## config.mk

```make
export PLATFORM = sky130hd
export DESIGN_NAME = trial_division_range_check
export DESIGN_NICKNAME = d
export VERILOG_FILES = /design/src/sv/tdrc_pkg.sv /design/src/sv/tdrc_div.sv /design/src/sv/trial_division_range_check.sv
export SDC_FILE = /design/constraint.sdc
export NUM_CORES = 1
export LEC_CHECK = 0
export BUFFER_PORTS_ARGS = -buffer_cell sky130_fd_sc_hd__buf_2
export CAP_MARGIN = 40
export CORE_ASPECT_RATIO = 1.25
export CORE_MARGIN = 3
export CORE_UTILIZATION = 63
export DETAILED_ROUTE_END_ITERATION = 10
export PLACE_DENSITY = 0.8
export SLEW_MARGIN = 20
export SYNTH_ARGS = -nofsm -noshare
export SYNTH_HDL_FRONTEND = slang
export SYNTH_SLANG_ARGS = --single-unit
export TNS_END_PERCENT = 5
```

## constraint.sdc

```tcl
create_clock -name i_clk -period 5.53 [get_ports i_clk]
set_input_delay 0.8295 -clock i_clk [delete_from_list [all_inputs] [get_ports i_clk]]
set_output_delay 0.8295 -clock i_clk [all_outputs]
set_load 0.005 [all_outputs]
```

## src/sv/tdrc_pkg.sv

```systemverilog
`timescale 1ns / 1ps
`default_nettype none

package tdrc_pkg;

    // Sequencer states of the divisor search.
    typedef enum logic [2:0] {
        ST_IDLE,
        ST_CLIP,
        ST_DECIDE,
        ST_START,
        ST_WAIT,
        ST_TEST,
        ST_FINISH
    } t_state;

    // Ranges up to this many divisors are scanned one by one. Wider ranges
    // pair each small divisor with its cofactor instead.
    localparam int SCAN_LIMIT = 65536;

endpackage

`default_nettype wire

```

## src/sv/tdrc_div.sv

```systemverilog
`timescale 1ns / 1ps
`default_nettype none

// Restoring divider that produces one quotient bit per cycle.
module tdrc_div #(
    parameter int VALUE_WIDTH = 31
) (
    input  wire logic                   i_clk,
    input  wire logic                   i_rst_n,
    input  wire logic                   i_start,
    input  wire logic [VALUE_WIDTH-1:0] i_dividend,
    input  wire logic [VALUE_WIDTH-1:0] i_divisor,
    output logic                        o_done,
    output logic [VALUE_WIDTH-1:0]      o_quotient,
    output logic [VALUE_WIDTH-1:0]      o_remainder
);

    localparam int CNT_W = $clog2(VALUE_WIDTH + 1);

    logic [VALUE_WIDTH-1:0] r_rem;
    logic [VALUE_WIDTH-1:0] r_quo;
    logic [VALUE_WIDTH-1:0] r_div;
    logic [CNT_W-1:0]       r_cnt;
    logic                   r_busy;

    logic [VALUE_WIDTH:0]   shifted;
    logic [VALUE_WIDTH:0]   diff;

    assign shifted = {r_rem, r_quo[VALUE_WIDTH-1]};
    assign diff    = shifted - {1'b0, r_div};

    always_ff @(posedge i_clk) begin
        if (!i_rst_n) begin
            r_busy <= 1'b0;
        end else if (i_start) begin
            r_busy <= 1'b1;
        end else if (r_busy && (r_cnt == CNT_W'(1))) begin
            r_busy <= 1'b0;
        end
    end

    always_ff @(posedge i_clk) begin
        if (i_start) begin
            r_rem <= '0;
            r_quo <= i_dividend;
            r_div <= i_divisor;
            r_cnt <= CNT_W'(VALUE_WIDTH);
        end else if (r_busy) begin
            // The trial subtraction fits whenever its sign bit is clear.
            if (!diff[VALUE_WIDTH]) begin
                r_rem <= diff[VALUE_WIDTH-1:0];
            end else begin
                r_rem <= shifted[VALUE_WIDTH-1:0];
            end
            r_quo <= {r_quo[VALUE_WIDTH-2:0], ~diff[VALUE_WIDTH]};
            r_cnt <= r_cnt - CNT_W'(1);
        end
    end

    assign o_done      = r_busy && (r_cnt == CNT_W'(1));
    assign o_quotient  = r_quo;
    assign o_remainder = r_rem;

endmodule

`default_nettype wire

```

## src/sv/trial_division_range_check.sv

```systemverilog
// A zero candidate or a range empty as given finishes straight from ST_CLIP, a range
// that clipping to the candidate empties finishes from ST_DECIDE, and otherwise the
// search runs k trial divisions, where k is at most the range size up to 65536
// divisors and at most floor(sqrt(candidate)) + 1 for wider ranges.
// Items are taken one at a time; a stalled result stops the next item in ST_FINISH.
// Reset is synchronous and active low; it clears the sequencer and output valid.
`timescale 1ns / 1ps
`default_nettype none

// Trial division over a half-open divisor range.
//
// Each accepted item is clipped first: a lower bound of zero becomes one,
// because a zero divisor never counts, and divisors above the candidate are
// dropped, because they can never divide it. An empty range reports not
// divisible, and a zero candidate is divided by every nonzero divisor.
//
// A narrow range is scanned one divisor at a time, stopping at the first
// zero remainder. A wide range instead walks q upward from one while q does
// not exceed candidate / q; every divisor of the candidate is either such a
// q or the cofactor candidate / q, so the range is hit exactly when one of
// the two lies in it for a zero remainder.
//
// All divisions share one restoring divider that retires one quotient bit
// per cycle; each trial is started in ST_START, waited on in ST_WAIT until
// the divider is done, and has its outcome tested in ST_TEST.
module trial_division_range_check #(
    parameter int VALUE_WIDTH = 31
) (
    input  wire logic                   i_clk,
    input  wire logic                   i_rst_n,
    input  wire logic                   i_in_valid,
    output logic                        o_in_stall,
    input  wire logic [VALUE_WIDTH-1:0] i_candidate,
    input  wire logic [VALUE_WIDTH-1:0] i_lower_divisor,
    input  wire logic [VALUE_WIDTH-1:0] i_upper_divisor,
    output logic                        o_out_valid,
    input  wire logic                   i_out_stall,
    output logic                        o_divisible
);

    localparam int CMP_W = (VALUE_WIDTH + 1 > 17) ? VALUE_WIDTH + 1 : 17;

    tdrc_pkg::t_state r_state;
    tdrc_pkg::t_state n_state;

    // The upper bound and the current divisor carry one extra bit, since the
    // clipped upper bound can be candidate + 1.
    logic [VALUE_WIDTH-1:0] r_cand;
    logic [VALUE_WIDTH-1:0] r_lo;
    logic [VALUE_WIDTH:0]   r_hi;
    logic [VALUE_WIDTH:0]   r_d;
    logic                   r_scan;
    logic                   r_result;
    logic                   r_out_valid;
    logic                   r_out_bit;

    logic                   in_accept;
    logic                   slot_free;
    logic                   div_start;
    logic                   div_done;
    logic [VALUE_WIDTH-1:0] quot;
    logic [VALUE_WIDTH-1:0] rem;

    logic [VALUE_WIDTH-1:0] lo_fixed;
    logic [VALUE_WIDTH:0]   cand_ext;
    logic                   clip_empty;
    logic                   cand_zero;
    logic                   hi_above;
    logic                   range_empty;
    logic [VALUE_WIDTH:0]   span;
    logic                   scan_fits;
    logic [VALUE_WIDTH:0]   d_next;
    logic                   rem_zero;
    logic                   scan_last;
    logic                   past_root;
    logic                   q_in_range;
    logic                   cof_in_range;
    logic                   test_hit;
    logic                   test_miss;

    tdrc_div #(
        .VALUE_WIDTH(VALUE_WIDTH)
    ) u_div (
        .i_clk      (i_clk),
        .i_rst_n    (i_rst_n),
        .i_start    (div_start),
        .i_dividend (r_cand),
        .i_divisor  (r_d[VALUE_WIDTH-1:0]),
        .o_done     (div_done),
        .o_quotient (quot),
        .o_remainder(rem)
    );

    // Range checks and loop decisions shared by the next state logic and
    // the datapath registers.
    always_comb begin
        lo_fixed     = (r_lo == '0) ? VALUE_WIDTH'(1) : r_lo;
        cand_ext     = {1'b0, r_cand};
        clip_empty   = {1'b0, lo_fixed} >= r_hi;
        cand_zero    = (r_cand == '0);
        hi_above     = r_hi > cand_ext;
        range_empty  = {1'b0, r_lo} >= r_hi;
        span         = r_hi - {1'b0, r_lo};
        scan_fits    = CMP_W'(span) <= CMP_W'(tdrc_pkg::SCAN_LIMIT);
        d_next       = r_d + (VALUE_WIDTH + 1)'(1);
        rem_zero     = (rem == '0);
        scan_last    = d_next >= r_hi;
        past_root    = r_d > {1'b0, quot};
        q_in_range   = (r_d[VALUE_WIDTH-1:0] >= r_lo) && (r_d < r_hi);
        cof_in_range = (quot != '0) && (quot >= r_lo) && ({1'b0, quot} < r_hi);
        if (r_scan) begin
            test_hit  = rem_zero;
            test_miss = !rem_zero && scan_last;
        end else begin
            test_hit  = !past_root && rem_zero && (q_in_range || cof_in_range);
            test_miss = past_root;
        end
    end

    // Next state.
    always_comb begin
        n_state = r_state;
        unique case (r_state)
            tdrc_pkg::ST_IDLE: begin
                if (in_accept) begin
                    n_state = tdrc_pkg::ST_CLIP;
                end
            end
            tdrc_pkg::ST_CLIP: begin
                if (clip_empty || cand_zero) begin
                    n_state = tdrc_pkg::ST_FINISH;
                end else begin
                    n_state = tdrc_pkg::ST_DECIDE;
                end
            end
            tdrc_pkg::ST_DECIDE: begin
                if (range_empty) begin
                    n_state = tdrc_pkg::ST_FINISH;
                end else begin
                    n_state = tdrc_pkg::ST_START;
                end
            end
            tdrc_pkg::ST_START: begin
                n_state = tdrc_pkg::ST_WAIT;
            end
            tdrc_pkg::ST_WAIT: begin
                if (div_done) begin
                    n_state = tdrc_pkg::ST_TEST;
                end
            end
            tdrc_pkg::ST_TEST: begin
                if (test_hit || test_miss) begin
                    n_state = tdrc_pkg::ST_FINISH;
                end else begin
                    n_state = tdrc_pkg::ST_START;
                end
            end
            tdrc_pkg::ST_FINISH: begin
                if (slot_free) begin
                    n_state = tdrc_pkg::ST_IDLE;
                end
            end
            default: begin
                n_state = tdrc_pkg::ST_IDLE;
            end
        endcase
    end

    // Control outputs of the sequencer.
    always_comb begin
        o_in_stall = (r_state != tdrc_pkg::ST_IDLE);
        div_start  = (r_state == tdrc_pkg::ST_START);
    end

    assign in_accept = i_in_valid && !o_in_stall;
    assign slot_free = !r_out_valid || !i_out_stall;

    always_ff @(posedge i_clk) begin
        if (!i_rst_n) begin
            r_state <= tdrc_pkg::ST_IDLE;
        end else begin
            r_state <= n_state;
        end
    end

    // Datapath registers. The clipped bounds are written back in place so
    // the search loop only ever sees a nonempty range within the candidate.
    always_ff @(posedge i_clk) begin
        unique case (r_state)
            tdrc_pkg::ST_IDLE: begin
                if (in_accept) begin
                    r_cand <= i_candidate;
                    r_lo   <= i_lower_divisor;
                    r_hi   <= {1'b0, i_upper_divisor};
                end
            end
            tdrc_pkg::ST_CLIP: begin
                r_lo     <= lo_fixed;
                r_result <= !clip_empty && cand_zero;
                if (hi_above) begin
                    r_hi <= cand_ext + (VALUE_WIDTH + 1)'(1);
                end
            end
            tdrc_pkg::ST_DECIDE: begin
                r_result <= 1'b0;
                r_scan   <= scan_fits;
                if (scan_fits) begin
                    r_d <= {1'b0, r_lo};
                end else begin
                    r_d <= (VALUE_WIDTH + 1)'(1);
                end
            end
            tdrc_pkg::ST_TEST: begin
                r_result <= test_hit;
                r_d      <= d_next;
            end
            tdrc_pkg::ST_START, tdrc_pkg::ST_WAIT, tdrc_pkg::ST_FINISH: begin
            end
            default: begin
            end
        endcase
    end

    // Output register: the finished result waits here while the next item
    // is taken in.
    always_ff @(posedge i_clk) begin
        if (!i_rst_n) begin
            r_out_valid <= 1'b0;
        end else if ((r_state == tdrc_pkg::ST_FINISH) && slot_free) begin
            r_out_valid <= 1'b1;
        end else if (!i_out_stall) begin
            r_out_valid <= 1'b0;
        end
    end

    always_ff @(posedge i_clk) begin
        if ((r_state == tdrc_pkg::ST_FINISH) && slot_free) begin
            r_out_bit <= r_result;
        end
    end

    assign o_out_valid = r_out_valid;
    assign o_divisible = r_out_bit;

endmodule

`default_nettype wire

```

# [Word-level counts from Yosys, hierarchy flattened]
# Index checks and enable logic that the tools add are counted.
[classes] add_sub_neg=5 n_mul=0 div=0 n_lt_le_gt_ge=10 n_eq_ne=12 shifts=0 mux=25 n_bitwise=1 n_reduce_logical=35
[op_table] cell="$mux W31" n=6
[op_table] cell="$pmux W32 S2" n=2
[op_table] cell="$logic_not A31 Y1" n=3
[op_table] cell="$ge A31 B32 Y1" n=2
[op_table] cell="$gt A32 B31 Y1" n=2
[op_table] cell="$mux W32" n=2
[op_table] cell="$sub A32 B31 Y32" n=2
[op_table] cell="$ge A31 B31 Y1" n=2
[op_table] cell="$pmux W31 S2" n=1
[op_table] cell="$add A31 B1 Y32 const B" n=1
[op_table] cell="$add A32 B1 Y32 const B" n=1
[op_table] cell="$ge A32 B32 Y1" n=1
[op_table] cell="$le A32 B17 Y1 const B" n=1
[op_table] cell="$lt A31 B32 Y1" n=1
[op_table] cell="$lt A32 B32 Y1" n=1
[op_table] cell="$reduce_bool A31 Y1" n=1
[op_table] cell="$pmux W3 S7" n=1
[op_table] cell="$mux W3" n=6
[op_table] cell="$logic_and A1 B1 Y1" n=10
[op_table] cell="$eq A3 B3 Y1 const B" n=3
[op_table] cell="$ne A2 B2 Y1 const B" n=4
[op_table] cell="$reduce_bool A2 Y1" n=4
[op_table] cell="$eq A3 B2 Y1 const B" n=2
[op_table] cell="$logic_not A1 Y1" n=6
[op_table] cell="other kinds (12)" n=23
[word_totals] regBits=232 latchBits=0 ramBits=0 rom_bits=0 input_bits=97 output_inout_bits=3 elab_cells=102 n_memories=0

# [Depth between registers and ports, before layout]
[logic_depth] ltp_word=9 ltp_mapped=19 ltp_nobuf=19

# [By module]
# From an unflattened synthesis, not the netlist that was laid out.
[hier_totals] cells_unflattened=2258 hier_area_um2=21048.9
[modules_own_cells] module="trial_division_range_check" instances=1 cells_each=1715 area_per_inst_um2=15354.7 seq_area_each_um2=3953.8
[modules_own_cells] module="tdrc_div" instances=1 cells_each=543 area_per_inst_um2=5694.2 seq_area_each_um2=2602.5

# [Worst setup path after synthesis]
# OpenSTA, ideal clock, no wires.
[synth_path] kind="reg-to-reg" start="register r_state[1]" end="register r_hi[0], enable pin" t_arrival_ns=4.091 required_time_ns=5.089 path_slack_ns=0.998 path_stages_with_launch=6 synth_period_minus_slack_ns=4.532 cell_sequence="dfxtp_1 > clkbuf_1 > or3_1 > nor2_1 > nor3_1 > a31oi_1"
[synth_via] elab_chain_len=5 elab_cells_between_ends=9 classes_between="3 x eq/ne; 6 x reduce/logical"
[synth_lines] element="from (decl)" line_no="trial_division_range_check.sv:43" source="tdrc_pkg::t_state r_state;"
[synth_lines] element="from (signal assigned)" line_no="trial_division_range_check.sv:180" source="r_state <= tdrc_pkg::ST_IDLE;"
[synth_lines] element="from (signal assigned)" line_no="trial_division_range_check.sv:182" source="r_state <= n_state;"
[synth_lines] element="$reduce_bool A3 Y1" line_no="trial_division_range_check.sv:171" source="o_in_stall = (r_state != tdrc_pkg::ST_IDLE);"
[synth_lines] element="via o_in_stall" line_no="trial_division_range_check.sv:32" source="output logic o_in_stall,"
[synth_lines] element="$logic_not A1 Y1" line_no="trial_division_range_check.sv:175" source="assign in_accept = i_in_valid && !o_in_stall;"
[synth_lines] element="$logic_and A1 B1 Y1" line_no="trial_division_range_check.sv:175"
[synth_lines] element="$ne A2 B2 Y1 (no source line)"
[synth_lines] element="$reduce_and A3 Y1 (no source line)"
[synth_lines] element="to (signal assigned)" line_no="trial_division_range_check.sv:194" source="r_hi <= {1'b0, i_upper_divisor};"
[synth_lines] element="to (signal assigned)" line_no="trial_division_range_check.sv:201" source="r_hi <= cand_ext + (VALUE_WIDTH + 1)'(1);"
[synth_lines] element="to (decl)" line_no="trial_division_range_check.sv:50" source="logic [VALUE_WIDTH:0] r_hi;"
# The timed path passes the listed nets, and every way through them passes these cells.
# A chain may end at the register's enable or synchronous reset.

# [Worst setup path after layout]
[layout_path] start="register r_lo[1]" end="register r_d[0], data pin"
[layout_via] elab_chain_len=4
[layout_lines] element="from (decl)" line_no="trial_division_range_check.sv:49" source="logic [VALUE_WIDTH-1:0] r_lo;"
[layout_lines] element="from (signal assigned)" line_no="trial_division_range_check.sv:193" source="r_lo <= i_lower_divisor;"
[layout_lines] element="from (signal assigned)" line_no="trial_division_range_check.sv:198" source="r_lo <= lo_fixed;"
[layout_lines] element="$sub A32 B31 Y32" line_no="trial_division_range_check.sv:103" source="span = r_hi - {1'b0, r_lo};"
[layout_lines] element="$le A32 B17 Y1" line_no="trial_division_range_check.sv:104" source="scan_fits = CMP_W'(span) <= CMP_W'(tdrc_pkg::SCAN_LIMIT);"
[layout_lines] element="$mux W31" line_no="trial_division_range_check.sv:207" source="if (scan_fits) begin"
[layout_lines] element="$pmux W32 S2" line_no="trial_division_range_check.sv:189" source="unique case (r_state)"
[layout_lines] element="to (signal assigned)" line_no="trial_division_range_check.sv:208" source="r_d <= {1'b0, r_lo};"
[layout_lines] element="to (signal assigned)" line_no="trial_division_range_check.sv:210" source="r_d <= (VALUE_WIDTH + 1)'(1);"
[layout_lines] element="to (signal assigned)" line_no="trial_division_range_check.sv:215" source="r_d <= d_next;"
[layout_lines] element="to (decl)" line_no="trial_division_range_check.sv:51" source="logic [VALUE_WIDTH:0] r_d;"
# No other way between the ends.

==> impl_results.md <==
- Slowest cell delay on critical path: 0.44 ns
- CP endpoint kind: flop
- Max_cap viols: 0
- Fin. max-slew vios: 0
- Post-synth cell types: slightly above 80
- Final period util: 77.6%
- Worst path slowest cell: or3_4
- Total global routing overflow: 0
- Post-layout minimum cycle time: roughly 4.3 ns
- Asr flop ratio synth: 0%
- Post_cts resized: 0
- Worst Path Required: 5.82 ns
- Initial Util: 64.5%
- # port buffers: 99
- DR pass1 iterations: 5
- DR vias: 17,200
- CTS Buf Count: 27
- Initial DRC Count: 1,663
- Synthesized area: 19,600 µm²
- Simple-gate share of the synthesized area: 15.4%
- Clock Skews: 0.0167 ns
- Final net count: between 2,000 and 3,000
- Cell area after placement: 20,500 µm²
- Post CTS Setup Buffer Count: 0
- Number of synthesized flops with an enable pin: between 150 and 200
- H-tree depth: 1
- Reg power frac: 25.8%
- Synth Area in XOR/XNOR: 4.46%
- Largest net degree at the start of global routing: 83
- YS warnings: 0
- Cts hold-fix bufs: 0
- RePlAce Congestion: slightly below 1
- DR WL/cell: 22.0 µm
- Syn_nets: between 2,000 and 3,000
- Clock Path Buffers: 3
- Arr. time, crit path: about 4.6 ns
- Cell area power density: around 650 nW/µm²
- Post-DP HPWL: roughly 46,000 µm
- TNS Setup: 0 ns
- Combinational Power Share: between 60% and 70%
- Core Area: 30,400 µm²
- Fin area: 21,400 µm²
- Share of cells above drive strength 1: 8.60%
- Root Driver: clkbuf_16
- RSZ-0062 raised after global routing: no
- Clk Latency, worst-skew pair: roughly 0.57 ns
- Commonest cells after routing, fill and taps aside: ha_1 (316), edfxtp_1 (191), inv_1 (185), nand2_1 (179), o21ai_0 (171)
- Detailed Route WL: 57,600 µm
- CTS sink cnt: 232
- Clock power share: 14.1%
- Final hold viol count: 0
- Fill cells: 2,359
- Leak pwr: 0.00963 µW
- # rows: just over 70
- Area delta synth->final: 9.35%
- First-pass GRT wire length: 89,500 µm
- Synth top area share: 29.3%
- Width of the die: around 160 µm
- Worst-path cell chain: inv_1 > ha_1 > nor2b_4 > o31a_4 > o2111ai_4 > nand2_2 > a311o_1 > a2111oi_2 > a31oi_1 > or3_4 > nor4_4 > buf_4 > a32oi_1
- Switching part of the total: a little under half
- Worst hold path class: in -> reg
- Post-synthesis compound-gate area fraction: about a fifth
- Register bit total from synthesis: 232
- CP startpoint kind: flop
- Gr usage total: 34.2%
- Storage cell area: 6560 µm²
- Die height: 203 µm
- Syn avg cell area: 9.15 µm²
- Initial antenna violation count: 0
- Achievable Freq: ~0.23 GHz
- Crit path kind: reg -> reg
- Crit-path max FO: 32
- Seq/Total Area, Yosys: 33.5%
- TritonCTS clock tree: done
- Leading cell type in the layout, fill and taps excluded: ha_1
- Count of final setup violators: 0
- # IOs: 100
- DRC: 0
- Post-synthesis mux area share: 1.44%
- DIE AREA: around 33,000 µm²
- Largest family of logic cells by synthesized area: adder cells
- Largest cells by area after synthesis: edfxtp_1 (29%), ha_1 (20%), o21ai_0 (4.4%)
- Synth Instances: 2,142
- Main synth FF type: edfxtp_1
- Tightest Pin Transition: a little over 0.8 ns
- Vias per inst: 6.54
- Yosys top cell by area: edfxtp_1
- Vias in the first global route: 16,900
- Worst vdd ir: roughly 0.7 mV
- Adder-Cell Fraction of Synth Area: just over 20%
- Sw power: 6680 µW
- # diodes: 0
- Outcome: finished clean
- Area of the multi-input gates: 12,000 µm²
- Post-route ant nets: 0
- Cell internal pwr: between 7000 and 8000 µW
- Reg clk slew, reported paths: 0.06 ns
- Slew HR: 44.4%
[power by group through the flow]
stage	Clock, µW	Combinational (µW)	Sequential (µW)
3_3_place_gp	0	7910	3570
3_5_place_dp	0	8180	3600
2_1_floorplan	0	6120	3270
6_report	1970	8390	3610
4_1_cts	1980	8250	3570
5_1_grt	2050	9270	3670
[worst max-delay path, delay by kind of cell (launching register included)]
kind	cells	cell delay, ns
flip-flops	1	0.42
AND/OR/NAND/NOR	4	0.98
buffers and inverters	2	0.57
adder cells (fa/ha/maj)	1	0.29
AO/OA/AOI/OAI	6	1.72
[cells by family (layout without fill, tap and decap cells)]
| group | Yosys count | after routing |
|---|---|---|
| and+or+nand+nor | 604 | 604 |
| DFF | 232 | 232 |
| buffers and inverters | 273 | 351 |
| AOI/OAI and AO/OA | 589 | 589 |
| adders and majority gates | 317 | 317 |
| xor gates and xnor gates | 99 | 99 |
| muxes | 28 | 28 |
[flip-flops by register name, indices dropped and copies added, names as in the netlist]
register,cells
u_div.r_div,31
u_div.r_cnt,5
r_result,1
r_scan,1
r_hi,32
u_div.o_quotient,31
r_state,3
r_cand,31
o_divisible,1
r_d,32
r_lo,31
u_div.o_remainder,31
o_out_valid,1
u_div.r_busy,1
[cell type report]
cell class / count / share of cell area (%)
clock buffer: 32 / 3.33
clock inverter: 18 / 1.16
inverter: 186 / 3.26
multi-input combinational: 1637 / 56.2
sequential: 232 / 30.6
tap: 401 / 2.34
timing repair buffer: 115 / 3.12
[synth_stat cells, types with 25 or more instances]
| cell | count |
|---|---|
| nor2b_1 | 25 |
| nand2_1 | 179 |
| nor3_1 | 31 |
| clkbuf_1 | 78 |
| o21ai_0 | 172 |
| inv_1 | 185 |
| edfxtp_1 | 191 |
| nor4_1 | 37 |
| o21a_1 | 27 |
| xnor2_1 | 69 |
| a21o_1 | 76 |
| mux2i_1 | 26 |
| nand4_1 | 61 |
| dfxtp_1 | 41 |
| ha_1 | 316 |
| nand3_1 | 55 |
| nor2_1 | 114 |
| a21oi_1 | 141 |
| xor2_1 | 29 |
[path summary, 6_finish.rpt]
path                       from                     to  slack [ns]  cells past startpoint
max           r_lo[1]$_DFFE_PP_       r_d[0]$_DFFE_PP_        1.24                     13
min             i_candidate[10]   r_cand[10]$_DFFE_PP_        0.44                      1
max reg2reg   r_lo[1]$_DFFE_PP_       r_d[0]$_DFFE_PP_        1.24                     13
min reg2reg  r_result$_DFFE_PP_  o_divisible$_DFFE_PP_        0.47                      0
[per-stage QoR]
stage	setup slack, ns	total power, µW	hold slack (ns)	cells	utilization [%]
2_1_floorplan	0.998	9390	0.400	2142	-
3_3_place_gp	1.36	11500	0.439	2569	67.2
3_5_place_dp	1.30	11800	0.459	2571	67.4
4_1_cts	1.27	13800	0.414	2621	70.5
5_1_grt	0.917	15000	0.424	2621	70.5
6_report	1.24	14000	0.436	2621	70.5
[metal layers]
metal / global-route usage (%) / vias to the layer above / wire length [µm]
li1: - / 8066 / -
met1: 42.9 / 8202 / 23200
met2: 58.8 / 721 / 27600
met3: 3.56 / 163 / 3730
met4: 16.5 / 0 / 3090
met5: 0 / - / 0
No activity file was read; power rests on OpenSTA's default activity.
